--- src/wmf_ram.sv ---
// Generic simple dual-port RAM: one write port, one registered read port.
// Read of the address being written returns the old contents.
// No dependencies.
module wmf_ram #(
    parameter int WIDTH = 8,
    parameter int DEPTH = 16
) (
    input  logic                     i_clk,
    input  logic                     i_wr_en,
    input  logic [$clog2(DEPTH)-1:0] i_wr_addr,
    input  logic [WIDTH-1:0]         i_wr_data,
    input  logic                     i_rd_en,
    input  logic [$clog2(DEPTH)-1:0] i_rd_addr,
    output logic [WIDTH-1:0]         o_rd_data
);

    logic [WIDTH-1:0] r_mem [DEPTH];
    logic [WIDTH-1:0] r_rd_data;

    always_ff @(posedge i_clk) begin
        if (i_wr_en) begin
            r_mem[i_wr_addr] <= i_wr_data;
        end
        if (i_rd_en) begin
            r_rd_data <= r_mem[i_rd_addr];
        end
    end

    assign o_rd_data = r_rd_data;

endmodule

--- config.mk ---
export PLATFORM = sky130hd
export DESIGN_NAME = wmf_ram
export DESIGN_NICKNAME = d
export VERILOG_FILES = /design/src/wmf_ram.sv
export SDC_FILE = /design/constraint.sdc
export NUM_CORES = 1
export LEC_CHECK = 0
export ABC_AREA = 0
export BUFFER_PORTS_ARGS = -buffer_cell sky130_fd_sc_hd__buf_2
export CORE_MARGIN = 8
export CORE_UTILIZATION = 60
export DETAILED_ROUTE_END_ITERATION = 6
export GPL_TIMING_DRIVEN = 1
export PLACE_DENSITY = 0.83
export REMOVE_ABC_BUFFERS = 1
export SLEW_MARGIN = 10
export SYNTH_ARGS = -nofsm -noshare
export SYNTH_HDL_FRONTEND = slang
export SYNTH_SLANG_ARGS = --single-unit
export TNS_END_PERCENT = 100
--- constraint.sdc ---
create_clock -name i_clk -period 2 [get_ports i_clk]
set_input_delay 0.4 -clock i_clk [delete_from_list [all_inputs] [get_ports i_clk]]
set_output_delay 0.4 -clock i_clk [all_outputs]
set_load 0.03 [all_outputs]
-- Yosys cells after proc, flatten, opt, wreduce, memory -nomap -nowiden
Memory sizes are Yosys's and may differ from the RTL's. A register that Yosys moved wholly into a read port is not among the register bits.
Index checks and enable logic that the tools add are counted.
W data, S select, Z words.
- mux-type cells: 2
- operator list (cell ; count):
    $mux W1 ; 2
- register bits: 0
- output and inout port bits: 8
- memory bits (writable): 128
- memories: 1
- bits of input ports: 19
- memories (name ; words ; bits a word ; read ports ; clocked after memory_dff ; wr ports ; RTL line ; source):
    r_mem ; 16 ; 8 ; 1 ; 1 ; 1 ; 17 ; logic [WIDTH-1:0] r_mem [DEPTH];

-- Depth between registers and ports, before layout
Gate-level depths: netlist of the first run.
- word-level depth: 2
- mapped depth: 5
- mapped depth without buffers: 3

-- Least setup slack after synthesis of the first run
OpenSTA, ideal clock, no wires.
- path kind: in2reg
- start: in i_wr_addr[2]
- end: mem r_mem[0][0] (enable)
- data arrival time: 1510 ps
- stages on the path: 2
- path buffers: 0
- setup slack: 107 ps
- setup time: 383 ps
- data required time: 1617 ps
- cell sequence: or3b_2 -> nor3_1
- RTL lines (element ; RTL line ; source):
    from (decl) ; 10 ; input logic [$clog2(DEPTH)-1:0] i_wr_addr,
    to (decl) ; 17 ;
No word-level cell before the write port.

-- Worst setup path in the final report of the first run
- start: reg r_rd_data[1] (netlist: o_rd_data[1]), read port of r_mem
- end: out o_rd_data[1]
- RTL lines (element ; RTL line ; source):
    from (decl) ; 18 ; logic [WIDTH-1:0] r_rd_data;
    to (decl) ; 14 ; output logic [WIDTH-1:0] o_rd_data
No word-level cell between the ends.

==> run metrics, run 1 <==
Setup violations, final=0; Area growth syn-to-layout=17.8%; Fin Clk Skew=0.00936 ns; met1 GRT Util=22.3%; adder-cell share of the synthesized area=0%; Final Critical Period=1.52 ns; crit-path cells=buf_2; cts-stage hold buffer count=0; number of global-route vias before repair=2,612; dpl hpwl=6.11 mm; Post CTS Setup Buffer Count=0; Max Slew Vio Count=0; Synth Area in Simple Gates=3.14%; GR peak layer=met2; Routed WL=9.42 mm; n_diodes=0; Switching Share=21.4%; Initial Utilization=60.8%; final-stage net count=305; first-pass GRT wire length=14.5 mm; total CTS buffers=17; dpl ws=0.0391 ns; share of power burned in combinational logic=5.1%; final hold violations=0; CTS Root Cell=clkbuf_8; post-synthesis mux area share=14.8%; Die Y=109 um; Core Box Area=8590 um2; Sequential Power Share=50.9%; synth unique cells=18; Port Buffer Count=26; FFs w/ async S/R, synth=0%; post-synthesis sequential area ratio=78.1%; Req. time, crit path=1.60 ns; worst hold path depth=1; PostCTS Resize Cnt=0; htree depth=4; clk sinks=136; Cell Pwr Density=1030 nW/um2; share of cells above drive strength 1=32.6%; CTS Buffer Depth=2; fmax=0.658 GHz; Worst path max stage delay=0.41 ns; CP Capture Type=output pin; Crit Path Category=reg2out; Sequential Area=4080 um2; DRT Pass-1 Iters=4; outcome=complete, no violations; ys flop type=edfxtp_1; Max Cap Viol=0; XOR/XNOR Fraction of Synth Area=0%; RSZ-0062 raised after global routing=no; Overflow after GRT=0; CTS tree=built; VDD IR max=759 uV; Iteration-0 DRC Markers=223; Die Width=109 um; area taken by multi-input logic gates=1060 um2; Total GRT Usage=17.4%; Area contributors post-synth=edfxtp_1 (78%), mux4_2 (7.8%), mux4_1 (7.0%); cell count along the critical path=1; Synth area leader=edfxtp_1; DR WL/cell=23.2 um; Setup TNS=0 ns; flops & latches, synth=136; RD Place Congestion=0.749; Arrival @ worst endpoint=1.12 ns; GR Util met3=6.21%; Hold Path Class=in2reg; routed via count=2,480; clk slew on worst S/H paths=0.06 ns; initial antenna violation count=0; worst path bufs/invs=1; Pint=4990 uW; period utilization=76.0%; relative max-transition margin=75.6%; Leak=0.00210 uW; Avg Synthesized Cell Area=22.8 um2; cell count after synthesis=229; Post-synth EDFFs=136; type of origin of the critical path=flop; Yosys top cell area share=78.1%; die footprint=12,000 um2; worst slew pin tran=0.367 ns; Cell Rows=34; yosys warns=0; Detail Route Antenna Nets=0; Compound-Gate Fraction of Synth Area=2.30%; met2 Usage GRT=26.8%; Clock power frac=44.1%; Remaining DRCs=0; Worst R2R Path Depth=3; switching power total=1360 uW; clk_lat worst skew=0.52 ns; largest net degree at the start of global routing=19; IO Count=27; drt via density=6.11; largest family of logic cells by synthesized area=multiplexers; Slowest-stage cell, CP=edfxtp_1; Filler cells=494; CP Max Fanout=1; Cell Area, Synth=5230 um2; Final WS setup=0.480 ns; cell family with most CP delay=flip-flops
==> layer usage <==
metal / part of all wire [%] / vias to the layer above
met5: 0 / -
met4: 0.99 / 0
met3: 7.4 / 9
met2: 51 / 105
met1: 41 / 1270
li1: - / 1096
==> stage by stage <==
stage          util (%)  std cells  total power [uW]  hold WS (ns)  cell area, um2
2_1_floorplan         -        219              3440         0.499            5140
3_3_place_gp       65.4        375              3600         0.736            5620
3_5_place_dp       65.4        375              3620         0.756            5620
4_1_cts            71.7        406              6410         0.229            6160
5_1_grt            71.7        406              6540         0.228            6160
6_report           71.7        406              6350         0.247            6160
==> layout by cell type (no fill, tap or decap), types with 2 or more instances in the layout <==
cell type and count:
nor2_1 13, buf_4 18, a22oi_1 16, buf_12 4
clkbuf_16 16, clkinv_4 2, mux4_1 14, nand2_1 9
nor3_1 4, mux4_2 18, nand2b_1 2, edfxtp_1 136
inv_6 4, clkinv_2 3, nand3b_1 2, clkinvlp_4 3
buf_2 26
==> logic make-up (layout without fill, tap and decap cells) <==
| logic type | count (synthesis) | count (layout) |
|---|---|---|
| flip-flops | 136 | 136 |
| multiplexers | 32 | 32 |
| AO/OA/AOI/OAI | 16 | 16 |
| AND/OR/NAND/NOR | 35 | 35 |
| buffers and inverters | 10 | 79 |
==> sequential cells by signal, summed over array words and instances, names as in the netlist <==
name       count
r_mem        128
o_rd_data      8
==> cells in the mapped netlist (2+ instances only) <==
library cell and count:
clkdlybuf4s25_2 3, mux4_1 14, mux4_2 18, nor3_1 4, nor2_1 13, nand2_1 9
buf_6 3, a22oi_1 16, nand2b_1 2, edfxtp_1 136, nand3b_1 2, buf_2 3
==> power groups by stage <==
| stage | registers [uW] | logic, uW | clock network [uW] |
|---|---|---|---|
| 2_1_floorplan | 3310 | 128 | 0 |
| 3_3_place_gp | 3280 | 317 | 0 |
| 3_5_place_dp | 3290 | 327 | 0 |
| 4_1_cts | 3230 | 330 | 2850 |
| 5_1_grt | 3230 | 348 | 2960 |
| 6_report | 3230 | 322 | 2800 |
==> layout make-up <==
| cell class | instances | share of cell area, % |
|---|---|---|
| sequential | 136 | 66.3 |
| multi-input combinational | 83 | 17.2 |
| clock buffer | 17 | 6.72 |
| timing repair buffer | 48 | 5.61 |
| tap | 108 | 2.19 |
| clock inverter | 14 | 2.01 |
==> worst paths after layout <==
kind | from | to | slack (ns)
setup / recovery | o_rd_data[1] | o_rd_data[1] | 0.48
hold reg to reg | r_mem[1][5] | o_rd_data[5] | 0.77
setup reg to reg | r_mem[0][0] | o_rd_data[0] | 0.53
hold / removal | i_rd_en | o_rd_data[3] | 0.25
Power figures use the tool's default switching activity.
==> run 2, diff against run 1 <==
CORE_UTILIZATION = 54   (was 60)
PLACE_DENSITY = 0.79   (was 0.83)
clock period = 1.3 ns   (was 2 ns; I/O delays follow)
==> run 2 against run 1 <==
  * The run now ends with setup timing left
  * Highest routed layer is now met5
  * Final cell count rose by 7.9%
  * First-iteration DRC count rose by 9.9%
  * Core utilization fell by 5.9 points
  * Count of clock-buffer cells in the layout rose by 1
  * Register-to-register slack got worse by 0.66 ns
  * Design area rose by 2.4%
  * Critical path depth rose by 2
  * Sequential cell count did not move
  * Via count rose by 2.8%
==> run metrics, run 2 (synthesis results as in run 1) <==
final core occ=65.8% (-5.9 points); cts-stage hold buffer count=0 (unchanged); routed via count=2,550 (+2.8%); initial antenna violation count=1 (+1); VDD IR max=923 uV (+22%); Slowest-stage cell, CP=mux4_2; GR peak layer=met2; internal reg-to-reg setup slack=-0.13 ns (-0.66 ns); Routed WL=10.1 mm (+7.7%); clk_lat worst skew=0.51 ns (about the same); Sequential Power Share=49.5% (-1.4 points); Worst R2R Path Depth=3 (unchanged); type of origin of the critical path=flop; Initial Utilization=54.5% (-6.3 points); Placed Area=5700 um2 (+1.4%); Pint=7930 uW (+59%); relative max-transition margin=41.2% (-34 points); Cell Rows=36 (+5.9%); final hold violations=0 (unchanged); Arrival @ worst endpoint=1.68 ns (+0.56 ns); largest net degree at the start of global routing=17 (-2); htree depth=4 (unchanged); Hold WS=0.134 ns (-0.113 ns); clk sinks=136 (unchanged); Clock power frac=44.8% (+0.7 points); DR WL/cell=23.1 um (-0.19%); worst path bufs/invs=0 (-1); fmax=0.700 GHz; Fin Clk Skew=0.00602 ns (-0.00335 ns); number of global-route vias before repair=2,784 (+6.6%); Switching Share=21.0% (-0.34 points); dpl hpwl=6.34 mm (+3.8%); period utilization=110%; Total GRT Usage=16.8% (-0.58 points); Area growth syn-to-layout=20.7%; DRT Pass-1 Iters=4 (unchanged); met2 Usage GRT=26.4% (-0.41 points); worst slew pin tran=0.881 ns (+0.514 ns); CTS Buffer Depth=2 (unchanged); most common cell after layout, fill and taps aside=edfxtp_1; Cell Pwr Density=1590 nW/um2 (+54%); Design Area, Final=6310 um2 (+2.4%); FF-to-FF Start=r_mem[4][6]; Die Width=114 um (+4.6%); CTS Root Cell=clkbuf_8; failing checks=setup timing; crit-path cells=mux4_2 -> a22oi_2 -> nand2_1; Die Y=114 um (+4.6%); Remaining DRCs=0 (unchanged); Iteration-0 DRC Markers=245 (+9.9%); Crit Path Category=reg2reg; die footprint=13,100 um2 (+9.5%); largest reg by FF count=r_mem; CP Capture Type=flop; share of cells above drive strength 1=39.7% (+7.1 points); outcome=finished with violations; reg2reg end=o_rd_data[6]; drt via density=5.82 (-4.7%); Max Cap Viol=0 (unchanged); RSZ-0062 raised after global routing=yes; switching power total=2110 uW (+56%); Setup violations, final=13 (+13); Leak=0.00211 uW (+0.20%); min-delay src=i_wr_data[3]; share of power burned in combinational logic=5.6% (+0.5 points); n_diodes=0 (unchanged); Hold Path Class=in2reg; cell family with most CP delay=multiplexers; most frequent cells in the layout=edfxtp_1 (136), mux4_2 (29), buf_4 (24), buf_2 (18), clkbuf_16 (16); met1 GRT Util=20.0% (-2.3 points); max FFs per register=128 (unchanged); Worst path max stage delay=0.51 ns (+0.10 ns); Req. time, crit path=1.55 ns (-0.05 ns); CP Max Fanout=1 (unchanged); Port Buffer Count=26 (unchanged); CTS tree=built; Detail Route Antenna Nets=0 (unchanged); Final WS setup=-0.129 ns (-0.609 ns); Hold Path End=r_mem[13][3]; GR Util met3=6.43% (+0.22 points); Max Slew Vio Count=0 (unchanged); total CTS buffers=17 (unchanged); worst hold path depth=1 (unchanged); Post CTS Setup Buffer Count=0 (unchanged); first-pass GRT wire length=15.6 mm (+7.9%); Final Critical Period=1.43 ns; clk slew on worst S/H paths=0.06 ns (about the same); RD Place Congestion=0.749 (about the same); Core Box Area=9590 um2 (+12%); IO Count=27 (unchanged); final-stage net count=311 (+2.0%); Overflow after GRT=0 (unchanged)
[run 2: timing repair]
item                       CTS  global route
setup endpoints to repair   16            16
gates resized for setup     27             7
pin swaps                    6             2
[run 2: final cells by class]
cell class / count / area [um2]
clock buffer: 18 / 418
clock inverter: 14 / 150
fill: 618 / 3280
multi-input combinational: 83 / 1050
sequential: 136 / 4080
tap: 133 / 166
timing repair buffer: 54 / 440
[run 2: routing by layer]
metal | up-vias | share of wire, % | wire [um]
met4 | 2 | 1.7 | 176
met1 | 1300 | 39 | 3920
li1 | 1095 | - | -
met3 | 17 | 9.7 | 982
met5 | - | 0.099 | 10
met2 | 136 | 50 | 5050
[run 2: power by group through the flow]
stage / clock network (uW) / registers, uW / logic (uW)
6_report: 4500 / 4980 / 564
5_1_grt: 4730 / 4980 / 601
4_1_cts: 4570 / 4980 / 561
3_5_place_dp: 0 / 5060 / 520
3_3_place_gp: 0 / 5050 / 504
2_1_floorplan: 0 / 5090 / 197
[run 2: through the flow]
step	worst slack, ns	instances	TNS (ns)	total power, uW
global placement	-0.614	406	-12.94	5560
floorplan	-0.453	219	-11.81	5290
detailed placement	-0.592	406	-15.14	5580
finish	-0.129	438	-0.945	10000
CTS	-0.135	438	-1.20	10100
global route	-0.148	438	-1.59	10300
[run 2: worst max-delay path by stage]
| stage | from | end | slack [ns] | cells past startpoint |
|---|---|---|---|---|
| after floorplan | i_wr_addr[2] | r_mem[0][0] | -0.45 | 2 |
| final | r_mem[4][6] | o_rd_data[6] | -0.13 | 3 |
| after global routing | r_mem[4][6] | o_rd_data[6] | -0.15 | 3 |
| after CTS | r_mem[6][6] | o_rd_data[6] | -0.14 | 3 |
| after global placement | i_rd_addr[0] | o_rd_data[0] | -0.61 | 5 |
| after detailed placement | i_rd_addr[0] | o_rd_data[0] | -0.59 | 5 |
[run 2: worst reg2reg max path, cell delays in order (launching register included)]
cell and delay, ns:
edfxtp_1 0.42, mux4_2 0.51, a22oi_2 0.17, nand2_1 0.08
